$ cat src/hdl/assert_macros.svh
// Assertion macros used by the top-level RTL file; clocked on clk, disabled while arst_n is low.
`ifndef ASSERT_MACROS_SVH
`define ASSERT_MACROS_SVH

// Consequent must hold in the same cycle as the antecedent.
`define ASSERT_IMPLIES(label, ante, cons, msg) \
	label: assert property (@(posedge clk) disable iff (!arst_n) (ante) |-> (cons)) \
		else $error(msg);

// Consequent must hold in the cycle after the antecedent.
`define ASSERT_NEXT(label, ante, cons, msg) \
	label: assert property (@(posedge clk) disable iff (!arst_n) (ante) |=> (cons)) \
		else $error(msg);

`endif

$ cat src/hdl/fbra_pkg.sv
// Types and constants shared by the free bit run allocator modules.
package fbra_pkg;

	localparam int BYTE_BITS = 8;
	localparam int SPAN_BYTES = 128;
	localparam logic [7:0] USED_BYTES_RST = 8'd128;

	typedef enum logic [1:0] {
		OP_SCAN  = 2'd0,
		OP_WRITE = 2'd1,
		OP_TEST  = 2'd2,
		OP_CLEAR = 2'd3
	} op_t;

	typedef struct packed {
		logic [1:0]  operation;
		logic [9:0]  bit_index;
		logic        bit_value;
		logic [10:0] run_length;
	} item_t;

	typedef struct packed {
		logic       found;
		logic [9:0] start_index;
		logic       bit_state;
		logic       out_of_range;
	} result_t;

	typedef struct packed {
		logic load;
		logic start;
		logic rd_idx;
		logic scan_run;
		logic write;
		logic capture;
		logic clear;
		logic push;
	} cmd_t;

	typedef struct packed {
		op_t  op;
		logic oor;
		logic scan_done;
	} stat_t;

endpackage

$ cat src/hdl/fbra_ram.sv
// Generic single-write, single-read RAM with registered read data.
module fbra_ram #(
	parameter int WIDTH = 8,
	parameter int DEPTH = 128
) (
	clk,
	we,
	waddr,
	wdata,
	re,
	raddr,
	rdata
);
	localparam int AW = (DEPTH > 1) ? $clog2(DEPTH) : 1;

	input  logic             clk;
	input  logic             we;
	input  logic [AW-1:0]    waddr;
	input  logic [WIDTH-1:0] wdata;
	input  logic             re;
	input  logic [AW-1:0]    raddr;
	output logic [WIDTH-1:0] rdata;

	logic [WIDTH-1:0] mem_q [DEPTH];

	always_ff @(posedge clk) begin
		if (we) begin
			mem_q[waddr] <= wdata;
		end
		if (re) begin
			rdata <= mem_q[raddr];
		end
	end

endmodule

$ cat src/hdl/fbra_ctrl.sv
// Controller state machine of the free bit run allocator.
module fbra_ctrl (
	input  logic            clk,
	input  logic            arst_n,
	input  logic            item_valid,
	output logic            item_ready,
	output logic            result_valid,
	input  logic            result_ready,
	output fbra_pkg::cmd_t  cmd,
	input  fbra_pkg::stat_t stat
);
	import fbra_pkg::*;

	typedef enum logic [2:0] {
		ST_IDLE,
		ST_DISPATCH,
		ST_SCAN,
		ST_MODIFY,
		ST_DONE
	} state_t;

	state_t state_q;
	state_t state_nxt;
	logic   result_valid_q;

	assign item_ready   = (state_q == ST_IDLE);
	assign result_valid = result_valid_q;

	always_comb begin
		cmd = '0;
		state_nxt = state_q;
		unique case (state_q)
			ST_IDLE: begin
				cmd.load = item_valid;
				if (item_valid) begin
					state_nxt = ST_DISPATCH;
				end
			end
			ST_DISPATCH: begin
				cmd.start = 1'b1;
				unique case (stat.op) inside
					OP_SCAN: begin
						state_nxt = ST_SCAN;
					end
					OP_WRITE, OP_TEST: begin
						cmd.rd_idx = !stat.oor;
						state_nxt = stat.oor ? ST_DONE : ST_MODIFY;
					end
					OP_CLEAR: begin
						cmd.clear = 1'b1;
						state_nxt = ST_DONE;
					end
					default: begin
						state_nxt = ST_DONE;
					end
				endcase
			end
			ST_SCAN: begin
				cmd.scan_run = 1'b1;
				if (stat.scan_done) begin
					state_nxt = ST_DONE;
				end
			end
			ST_MODIFY: begin
				cmd.write = (stat.op == OP_WRITE);
				cmd.capture = (stat.op == OP_TEST);
				state_nxt = ST_DONE;
			end
			ST_DONE: begin
				cmd.push = !result_valid_q || result_ready;
				if (cmd.push) begin
					state_nxt = ST_IDLE;
				end
			end
			default: begin
				state_nxt = ST_IDLE;
			end
		endcase
	end

	always_ff @(posedge clk or negedge arst_n) begin
		if (!arst_n) begin
			state_q <= ST_IDLE;
			result_valid_q <= 1'b0;
		end else begin
			state_q <= state_nxt;
			if (cmd.push) begin
				result_valid_q <= 1'b1;
			end else if (result_ready) begin
				result_valid_q <= 1'b0;
			end
		end
	end

endmodule

$ cat src/hdl/fbra_dp.sv
// Datapath of the free bit run allocator: bitmap memory, run counter and result register.
module fbra_dp #(
	parameter int DEPTH = 128
) (
	input  logic              clk,
	input  logic              arst_n,
	input  logic              cfg_we,
	input  logic [7:0]        cfg_wdata,
	input  fbra_pkg::item_t   item,
	input  fbra_pkg::cmd_t    cmd,
	output fbra_pkg::stat_t   stat,
	output fbra_pkg::result_t result
);
	import fbra_pkg::*;

	localparam int AW = (DEPTH > 1) ? $clog2(DEPTH) : 1;
	localparam logic [7:0] DEPTH_BYTES = 8'(DEPTH);

	item_t       item_q;
	result_t     result_q;
	logic [7:0]  used_q;
	logic [7:0]  addr_q;
	logic [6:0]  byte_s1;
	logic        pend_s1;
	logic        vld_s1;
	logic [10:0] cnt_q;
	logic        found_q;
	logic [9:0]  start_q;
	logic        bit_q;
	logic [DEPTH-1:0] valid_q;

	logic [7:0]    lim_bytes;
	logic [6:0]    byte_sel;
	logic [10:0]   len_eff;
	logic          more;
	logic          issue;
	logic          rd_en;
	logic [AW-1:0] raddr;
	logic [7:0]    rdata;
	logic [7:0]    old_byte;
	logic [7:0]    mask;
	logic [7:0]    new_byte;
	logic          oor;
	op_t           op;
	logic [10:0]   run_cnt;
	logic          run_hit;
	logic [10:0]   run_start;

	assign op        = op_t'(item_q.operation);
	assign lim_bytes = (used_q > DEPTH_BYTES) ? DEPTH_BYTES : used_q;
	assign byte_sel  = item_q.bit_index[9:3];
	assign len_eff   = (item_q.run_length == 11'd0) ? 11'd1 : item_q.run_length;
	assign more      = (addr_q < lim_bytes);
	assign issue     = cmd.scan_run && !found_q && more;
	assign rd_en     = issue || cmd.rd_idx;
	assign raddr     = cmd.rd_idx ? byte_sel[AW-1:0] : addr_q[AW-1:0];
	assign old_byte  = vld_s1 ? rdata : 8'd0;
	assign mask      = 8'd1 << item_q.bit_index[2:0];
	assign new_byte  = item_q.bit_value ? (old_byte | mask) : (old_byte & ~mask);
	assign oor       = ((op == OP_WRITE) || (op == OP_TEST)) && ({1'b0, byte_sel} >= lim_bytes);

	assign stat.op        = op;
	assign stat.oor       = oor;
	assign stat.scan_done = found_q || (!more && !pend_s1);
	assign result         = result_q;

	// Walk the eight bits of one byte, lowest first, extending the current free run.
	always_comb begin
		run_cnt = cnt_q;
		run_hit = 1'b0;
		run_start = '0;
		for (int i = 0; i < BYTE_BITS; i++) begin
			if (!run_hit) begin
				if (old_byte[i]) begin
					run_cnt = '0;
				end else begin
					run_cnt = run_cnt + 11'd1;
				end
				if (run_cnt == len_eff) begin
					run_hit = 1'b1;
					run_start = {1'b0, byte_s1, 3'(i)} + 11'd1 - len_eff;
				end
			end
		end
	end

	fbra_ram #(
		.WIDTH(BYTE_BITS),
		.DEPTH(DEPTH)
	) u_ram (
		.clk  (clk),
		.we   (cmd.write),
		.waddr(byte_sel[AW-1:0]),
		.wdata(new_byte),
		.re   (rd_en),
		.raddr(raddr),
		.rdata(rdata)
	);

	always_ff @(posedge clk or negedge arst_n) begin
		if (!arst_n) begin
			used_q <= USED_BYTES_RST;
			addr_q <= '0;
			pend_s1 <= 1'b0;
			cnt_q <= '0;
			found_q <= 1'b0;
			valid_q <= '0;
		end else begin
			if (cfg_we) begin
				used_q <= cfg_wdata;
			end
			if (cmd.start) begin
				addr_q <= '0;
				pend_s1 <= 1'b0;
				cnt_q <= '0;
				found_q <= 1'b0;
			end else begin
				pend_s1 <= issue;
				if (issue) begin
					addr_q <= addr_q + 8'd1;
				end
				if (pend_s1 && !found_q) begin
					cnt_q <= run_cnt;
					found_q <= run_hit;
				end
			end
			if (cmd.clear) begin
				valid_q <= '0;
			end else if (cmd.write) begin
				valid_q[byte_sel[AW-1:0]] <= 1'b1;
			end
		end
	end

	always_ff @(posedge clk) begin
		if (cmd.load) begin
			item_q <= item;
		end
		if (rd_en) begin
			vld_s1 <= valid_q[raddr];
			byte_s1 <= addr_q[6:0];
		end
		if (cmd.start) begin
			start_q <= '0;
			bit_q <= 1'b0;
		end else begin
			if (pend_s1 && !found_q && run_hit) begin
				start_q <= run_start[9:0];
			end
			if (cmd.capture) begin
				bit_q <= old_byte[item_q.bit_index[2:0]];
			end
		end
		if (cmd.push) begin
			result_q <= '{
				found: found_q,
				start_index: start_q,
				bit_state: bit_q,
				out_of_range: oor
			};
		end
	end

endmodule

$ cat src/hdl/free_bit_run_allocator.sv
// Top level of the free bit run allocator: first-fit search for free bit runs in a bitmap.
// Write and test go through dispatch, modify and done; out of range and clear-all skip modify.
// Scan reads the bitmap one byte per cycle through the memory read port, up to the bytes
// in use, and stops early once a free run of the requested length is found.
// One item is in work at a time.
// Reset clears the byte valid flags (bitmap reads as all zeros) and sets 128 bytes in use.
`include "assert_macros.svh"

module free_bit_run_allocator #(
	parameter int MAX_BYTES = 128
) (
	input  logic              clk,
	input  logic              arst_n,
	input  logic              cfg_we,
	input  logic [7:0]        cfg_wdata,
	input  logic              item_valid,
	output logic              item_ready,
	input  fbra_pkg::item_t   item,
	output logic              result_valid,
	input  logic              result_ready,
	output fbra_pkg::result_t result
);
	import fbra_pkg::*;

	localparam int EFF_BYTES = (MAX_BYTES < SPAN_BYTES) ? MAX_BYTES : SPAN_BYTES;

	cmd_t  cmd;
	stat_t stat;

	fbra_ctrl u_ctrl (
		.clk         (clk),
		.arst_n      (arst_n),
		.item_valid  (item_valid),
		.item_ready  (item_ready),
		.result_valid(result_valid),
		.result_ready(result_ready),
		.cmd         (cmd),
		.stat        (stat)
	);

	fbra_dp #(
		.DEPTH(EFF_BYTES)
	) u_dp (
		.clk      (clk),
		.arst_n   (arst_n),
		.cfg_we   (cfg_we),
		.cfg_wdata(cfg_wdata),
		.item     (item),
		.cmd      (cmd),
		.stat     (stat),
		.result   (result)
	);

	`ASSERT_NEXT(a_start_after_transfer, item_valid && item_ready, cmd.start, "no dispatch after transfer")
	`ASSERT_IMPLIES(a_push_slot_free, cmd.push, !result_valid || result_ready, "result overwritten")
	`ASSERT_IMPLIES(a_write_in_range, cmd.write, !stat.oor && !cmd.clear, "write out of range")
	`ASSERT_IMPLIES(a_valid_from_push, $rose(result_valid), $past(cmd.push), "result without push")

endmodule

$ cat config.mk
export PLATFORM = sky130hd
export DESIGN_NAME = free_bit_run_allocator
export DESIGN_NICKNAME = d
export VERILOG_FILES = /design/src/hdl/fbra_pkg.sv /design/src/hdl/fbra_ram.sv /design/src/hdl/fbra_ctrl.sv /design/src/hdl/fbra_dp.sv /design/src/hdl/free_bit_run_allocator.sv
export VERILOG_INCLUDE_DIRS = /design/src /design/src/hdl
export SDC_FILE = /design/constraint.sdc
export NUM_CORES = 2
export LEC_CHECK = 0
export BUFFER_PORTS_ARGS = -buffer_cell sky130_fd_sc_hd__buf_2
export CAP_MARGIN = 20
export CORE_ASPECT_RATIO = 0.5
export CORE_MARGIN = 4
export CORE_UTILIZATION = 55
export CTS_BUF_LIST = sky130_fd_sc_hd__clkbuf_2
export DETAILED_ROUTE_END_ITERATION = 10
export PLACE_DENSITY = 0.71
export SKIP_CTS_REPAIR_TIMING = 1
export SLEW_MARGIN = 15
export SYNTH_ARGS = -nofsm -noshare
export SYNTH_HDL_FRONTEND = slang
export SYNTH_SLANG_ARGS = --single-unit
$ cat constraint.sdc
create_clock -name clk -period 24.2 [get_ports clk]
set_input_delay 1.21 -clock clk [delete_from_list [all_inputs] [get_ports clk]]
set_output_delay 1.21 -clock clk [all_outputs]
set_load 0.1 [all_outputs]
# --- Word-level counts from Yosys, hierarchy flattened ---
# Memory sizes are Yosys's and may differ from the RTL's. A register that Yosys moved wholly into a read port is not among the register bits.
# Index checks and enable logic that the tools add are counted.
word_totals:
  reg_bits: 217
  latch_bits: 0
  ram_bits: 1024
  mem_bits_ro: 0
  input_bits: 37
  mem_count: 1
memory_table:
  columns: ["memory", "depth", "word_bits", "read_ports", "rd_ports_with_merged_regs", "wr", "line_no", "rtl"]
  rows:
  - ["u_dp.u_ram.mem_q", 128, 8, 1, 1, 1, "fbra_ram.sv:24", "logic [WIDTH-1:0] mem_q [DEPTH];"]
classes:
  n_addsub: 25
  multipliers: 0
  div: 0
  order_cmp: 7
  eq_ne: 18
  n_shift: 1
  n_mux: 90
  bitwise: 4
  reduce_logical: 25
ops:
  columns: ["op", "count"]
  rows:
  - ["$mux W11", 25]
  - ["$mux W128", 2]
  - ["$mux W10", 15]
  - ["$or A128 B128 Y128", 1]
  - ["$add A11 B1 Y11 const B", 8]
  - ["$eq A11 B11 Y1", 8]
  - ["$add A10 B1 Y10 const B", 8]
  - ["$sub A10 B10 Y10", 8]
  - ["$mux W8", 5]
  - ["$mux W1", 31]
  - ["$lt A7 B8 Y1 const B", 2]
  - ["$pmux W3 S5", 1]
  - ["$mux W3", 4]
  - ["$logic_not A11 Y1", 1]
  - ["$add A8 B1 Y8 const B", 1]
  - ["$and A8 B8 Y8", 1]
  - ["$ge A7 B8 Y1", 1]
  - ["$gt A8 B8 Y1 const B", 1]
  - ["$lt A8 B8 Y1", 1]
  - ["$not A8 Y8", 1]
  - ["$or A8 B8 Y8", 1]
  - ["$reduce_bool A2 Y1", 4]
  - ["$shl A1 B3 Y8 const A", 1]
  - ["$bmux W1 S7", 1]
  - ["other kinds (21)", 38]

# --- Logic depth before layout (Yosys ltp) ---
logic_depth:
  depth_word: 34
  ltp_mapped: 60

# --- Cells and area by module ---
# A second synthesis with hierarchy kept.
unflattened:
  hier_cells: 4135
  hier_area_um2: 59105.4
by_module_without_submodules:
  columns: ["module", "instances", "cells_each", "area_each_um2"]
  rows:
  - ["fbra_ram", 1, 1635, 39745.6]
  - ["fbra_dp", 1, 2457, 18989.5]
  - ["fbra_ctrl", 1, 43, 370.4]

# --- Worst setup path after synthesis ---
# No wires, ideal clock.
synth_timing:
  path_type: "reg-to-reg"
  from: "reg u_dp.cnt_q[1]"
  to: "reg u_dp.start_q[0]"
  setup_time_ns: 0.071
  t_arrival_ns: 12.539
  slack_ns: 11.591
  path_stages_with_launch: 54
  period_less_slack_ns: 12.609
  cell_sequence: "dfrtp_1 > ha_1 > nand3_1 > mux2i_1 > xnor2_1 > nand4_1 > or4_1 > buf_2 > nor2_1 > buf_2 > buf_2 > nand2_1 > nand2_1 > ha_1 > inv_1 > a2111oi_0 > nand3_1 > nor2_1 > (+18 left out) > a211oi_1 > and4_1 > and2_4 > buf_2 > nor2_1 > o21ai_1 > ha_1 > nand3_1 > a2111oi_0 > or3_1 > o31ai_1 > or3_4 > xnor2_2 > or2_1 > a2111oi_4 > a31oi_4 > or3_1 > a21oi_1"
synth_between:
  elab_chain_cells: 33
  elab_cells_between_ends: 68
  cone_classes: "add/sub: 8; eq/ne: 8; mux: 51; reduce/logical: 1"
synth_rtl:
  columns: ["element", "line_no", "rtl"]
  rows:
  - ["from (decl)", "fbra_dp.sv:26", "logic [10:0] cnt_q;"]
  - ["from (signal assigned)", "fbra_dp.sv:123", "cnt_q <= run_cnt;"]
  - ["$add A11 B1 Y11 *", "fbra_dp.sv:77", "run_cnt = run_cnt + 11'd1;"]
  - ["$mux W11 *", "fbra_dp.sv:74", "if (old_byte[i]) begin"]
  - ["$add A11 B1 Y11", "fbra_dp.sv:77", null]
  - ["$mux W11", "fbra_dp.sv:74", null]
  - ["$mux W11 (2 in series)", "fbra_dp.sv:73", "if (!run_hit) begin"]
  - ["$add A11 B1 Y11", "fbra_dp.sv:77", null]
  - ["$mux W11", "fbra_dp.sv:74", null]
  - ["$mux W11 (2 in series)", "fbra_dp.sv:73", null]
  - ["(+14 left out)", null, null]
  - ["$mux W11 (2 in series)", "fbra_dp.sv:73", null]
  - ["$add A11 B1 Y11", "fbra_dp.sv:77", null]
  - ["$mux W11", "fbra_dp.sv:74", null]
  - ["$mux W11", "fbra_dp.sv:73", null]
  - ["$eq A11 B11 Y1", "fbra_dp.sv:79", "if (run_cnt == len_eff) begin"]
  - ["$mux W1", "fbra_dp.sv:79", null]
  - ["$mux W1", "fbra_dp.sv:73", null]
  - ["$logic_and A1 B1 Y1", "fbra_dp.sv:147", "if (pend_s1 && !found_q && run_hit) begin"]
  - ["to (signal assigned)", "fbra_dp.sv:148", "start_q <= run_start[9:0];"]
  - ["to (decl)", "fbra_dp.sv:28", "logic [9:0] start_q;"]
# Mark *: on every way between the ends. The rest lies on a longest branch, timed or not. The select of a mux whose other input is x is not followed.
# A chain may end at the register's enable or synchronous reset.

# --- Worst setup path in the final report ---
layout_timing:
  from: "reg u_dp.vld_s1"
  to: "reg u_dp.start_q[4]"
layout_between:
  elab_chain_cells: 33
  elab_cells_between_ends: 68
  cone_classes: "add/sub: 7; eq/ne: 8; mux: 52; reduce/logical: 1"
layout_rtl:
  columns: ["element", "line_no", "rtl"]
  rows:
  - ["from (decl)", "fbra_dp.sv:25", "logic vld_s1;"]
  - ["from (signal assigned)", "fbra_dp.sv:140", "vld_s1 <= valid_q[raddr];"]
  - ["$mux W8 *", "fbra_dp.sv:57", "assign old_byte = vld_s1 ? rdata : 8'd0;"]
  - ["$mux W11", "fbra_dp.sv:74", null]
  - ["$add A11 B1 Y11", "fbra_dp.sv:77", null]
  - ["$mux W11", "fbra_dp.sv:74", null]
  - ["$mux W11 (2 in series)", "fbra_dp.sv:73", null]
  - ["$add A11 B1 Y11", "fbra_dp.sv:77", null]
  - ["$mux W11", "fbra_dp.sv:74", null]
  - ["$mux W11 (2 in series)", "fbra_dp.sv:73", null]
  - ["(+14 left out)", null, null]
  - ["$mux W11 (2 in series)", "fbra_dp.sv:73", null]
  - ["$add A11 B1 Y11", "fbra_dp.sv:77", null]
  - ["$mux W11", "fbra_dp.sv:74", null]
  - ["$mux W11", "fbra_dp.sv:73", null]
  - ["$eq A11 B11 Y1", "fbra_dp.sv:79", null]
  - ["$mux W1", "fbra_dp.sv:79", null]
  - ["$mux W1", "fbra_dp.sv:73", null]
  - ["$logic_and A1 B1 Y1", "fbra_dp.sv:147", null]
# Marked as above.

==> results.md <==
- Mapped cell area: between 50000 and 60000 um^2
- DRT Pass-1 Iters: 7
- Syn nets: around 4100
- DR vias/cell: approximately 6.6
- Die width: between 400 and 500 um
- Seq/Total Area, Yosys: around 63%
- DRC violations left: 0
- Crit path capture type: flop
- H-tree depth: 5
- Max-cap violations: 0
- Critical path's slowest cell: edfxtp_1
- Post-synth EDFFs: between 1000 and 1500
- Clock period minus worst slack: ~15 ns
- Final core utilization: between 50% and 60%
- Synth unique cells: around 120
- Crit Path Category: reg -> reg
- Setup crit start kind: flop
- Via count: about 38000
- TritonCTS buffer count: approximately 300
- Global-route usage over all layers: between 20 and 30%
- Fill cell count: between 8000 and 9000
- PD cells: 103 nW/um^2
- Flops & latches, synth: 1249
- Global-route wire length before repair: between 200 and 250 mm
- Fin crit share: 63.0%
- 1st-iter DRT viols: roughly 4800
- Global placer's final weighted congestion: slightly above 0.9
- GRT Max-Usage Layer: met2
- Dominant synthesized flop cell: edfxtp_1
- Finish-stage setup viols: 0
- Slew margin rel.: 18.3%
- RSZ-0062 raised after global routing: no
- Setup TNS: 0 ns
- Final wirelength: around 160 mm
- Clock Skews: ~0.18 ns
- Worst vdd ir: 76.1 uV
- Worst Hold Class: in -> reg
- Starting Density: 55.5%
- Root Driver: clkbuf_2
- Num rows: between 80 and 90
- Top Family by Delay on Critical Path: compound AO/OA/AOI/OAI gates
- Largest net degree at the start of global routing: around 150
- Die area: about 110000 um^2
- Commonest non-fill, non-tap cell in the layout: edfxtp_1
- Worst-Skew Late Latency: between 1.5 and 2 ns
- Area delta synth->final: 7.86%
- Max-slew violations: 0
- Final global-route overflow total: 0
- Fmax: between 60 and 70 MHz
- CTS tree: yes
- Hpwl dp: 95.7 mm
- Async set or reset register ratio after synthesis: 12.9%
- Worst Path Required: about 25 ns
- Worst path arrival time: approximately 17 ns
- Share of post-route cells with drive strength above 1: between 20% and 30%
- Initial antenna violation count: 6
- CTS sink count: ~1200
- ANT nets after route: 0
- Slew @ Worst Pin: 1.22 ns
- Worst-case clock buffer depth: 4
- Commonest non-fill, non-tap cells in the layout: edfxtp_1, clkbuf_2, nand2_1
- Cells after Synth: roughly 4000
- Final Hold Fails: 0
- Number of global-route vias before repair: 37800
- Routing usage on met1: roughly 40%
- Worst Path Buf+Inv: 5
- Placeable Area: around 110000 um^2
- Final nets: between 4000 and 5000
- Tot Pwr: between 6 and 7 mW
- Outcome: complete, no violations
- Crit path max fanout: 27
- Reg clk slew, reported paths: around 0.13 ns
- Avg Inst Size Synth: between 10 and 15 um^2
- Io pins: 52
- CP max stage delay: about 0.90 ns
- Met3 layer usage reported by global route: around 6%
- GR Layer Usage met2: between 40% and 50%
- Synth Warn #: 0
- Die H: between 200 and 250 um
- PortBufs: 51
- WL/cell: about 27 um
- Leak pwr: 22.0 nW
[per-layer routing]
metal  vias up  routed length [um]
li1      16500                   -
met1     19300               62600
met2      2148               73200
met3       369               15200
met4         2                5630
met5         -                  10
[cell type report]
class	instances	area, um^2	share of cell area [%]
inverters	46	173	0.274
diodes	4	10.0	0.0159
clock buffers	479	2400	3.81
well taps	1419	1780	2.82
flip-flops and latches	1249	36600	58.2
repair buffers	149	1140	1.82
multi-input cells	2468	20600	32.8
clock inverters	34	183	0.290
[flip-flops by register name (all words and copies together), names as in the netlist, 8 cells and up]
name              flops
u_dp.item_q          15
u_dp.u_ram.rdata      8
u_dp.start_q         10
u_dp.used_q           8
u_dp.u_ram.mem_q   1024
u_dp.cnt_q           11
u_dp.valid_q        128
u_dp.result          13
u_dp.addr_q           8
[synthesized netlist by cell type (25+ instances only)]
cell type,count,share of area [%]
a31oi_1,60,0.64
xor2_1,31,0.47
o21a_1,143,1.8
clkbuf_1,204,1.3
and3_1,28,0.30
nor3_1,61,0.52
dfrtp_1,160,6.9
nand2_1,320,2.1
and2_1,98,1.1
xnor2_1,73,1.1
a311oi_1,44,0.66
nor4_1,25,0.27
nor2_1,271,1.7
a21oi_1,148,1.3
o21ai_0,114,0.98
nand4_1,38,0.41
a211oi_1,117,1.5
inv_1,37,0.24
mux4_2,290,11
nand3_1,75,0.64
buf_1,40,0.26
edfxtp_1,1077,55
ha_1,49,1.1
[kinds of logic (layout without fill, tap and decap cells)]
family | after synthesis | count (layout) | share of synthesized area, %
DFF | 1249 | 1249 | 62.7
and+or+nand+nor | 1062 | 1062 | 8.91
AOI/OAI and AO/OA | 904 | 904 | 11.1
muxes | 337 | 337 | 12.1
buffers and inverters | 321 | 708 | 2.18
xor gates and xnor gates | 110 | 110 | 1.77
adders and majority gates | 55 | 55 | 1.26
other | 0 | 4 | 0
[where the power goes]
part | internal [mW] | switching (mW) | total [mW]
Combinational | 0.852 | 1.59 | 2.45
Clock | 0.533 | 0.810 | 1.34
Sequential | 2.61 | 0.0605 | 2.67
[worst min-delay path, stage by stage]
cell      delay [ns]
buf_2           0.07
nand2b_1        0.13
nand2_1         0.07
[final timing paths]
kind / startpoint / to / slack, ns / cells after the start
min reg2reg: u_dp.start_q[2] / u_dp.result[4] / 0.43 / 0
max reg2reg: u_dp.vld_s1 / u_dp.start_q[4] / 8.95 / 47
min: result_ready / u_ctrl.result_valid / 0.09 / 3
max in group asynchronous: arst_n / u_dp.valid_q[19] / 22.24 / 3
max: u_dp.vld_s1 / u_dp.start_q[4] / 8.95 / 47
min in group asynchronous: arst_n / u_dp.valid_q[107] / 0.41 / 2
[per-stage QoR]
step | hold slack [ns] | setup WS (ns) | std cells | area [um^2]
floorplan | 0.403 | 11.59 | 4038 | 58300
global placement | 0.432 | 9.82 | 5294 | 59900
detailed placement | 0.427 | 9.34 | 5294 | 59900
CTS | -0.309 | 9.19 | 5807 | 62500
global route | -0.0122 | 7.99 | 5846 | 62900
finish | 0.0933 | 8.95 | 5848 | 62900
Note: power is estimated with default switching activity, not from simulation.
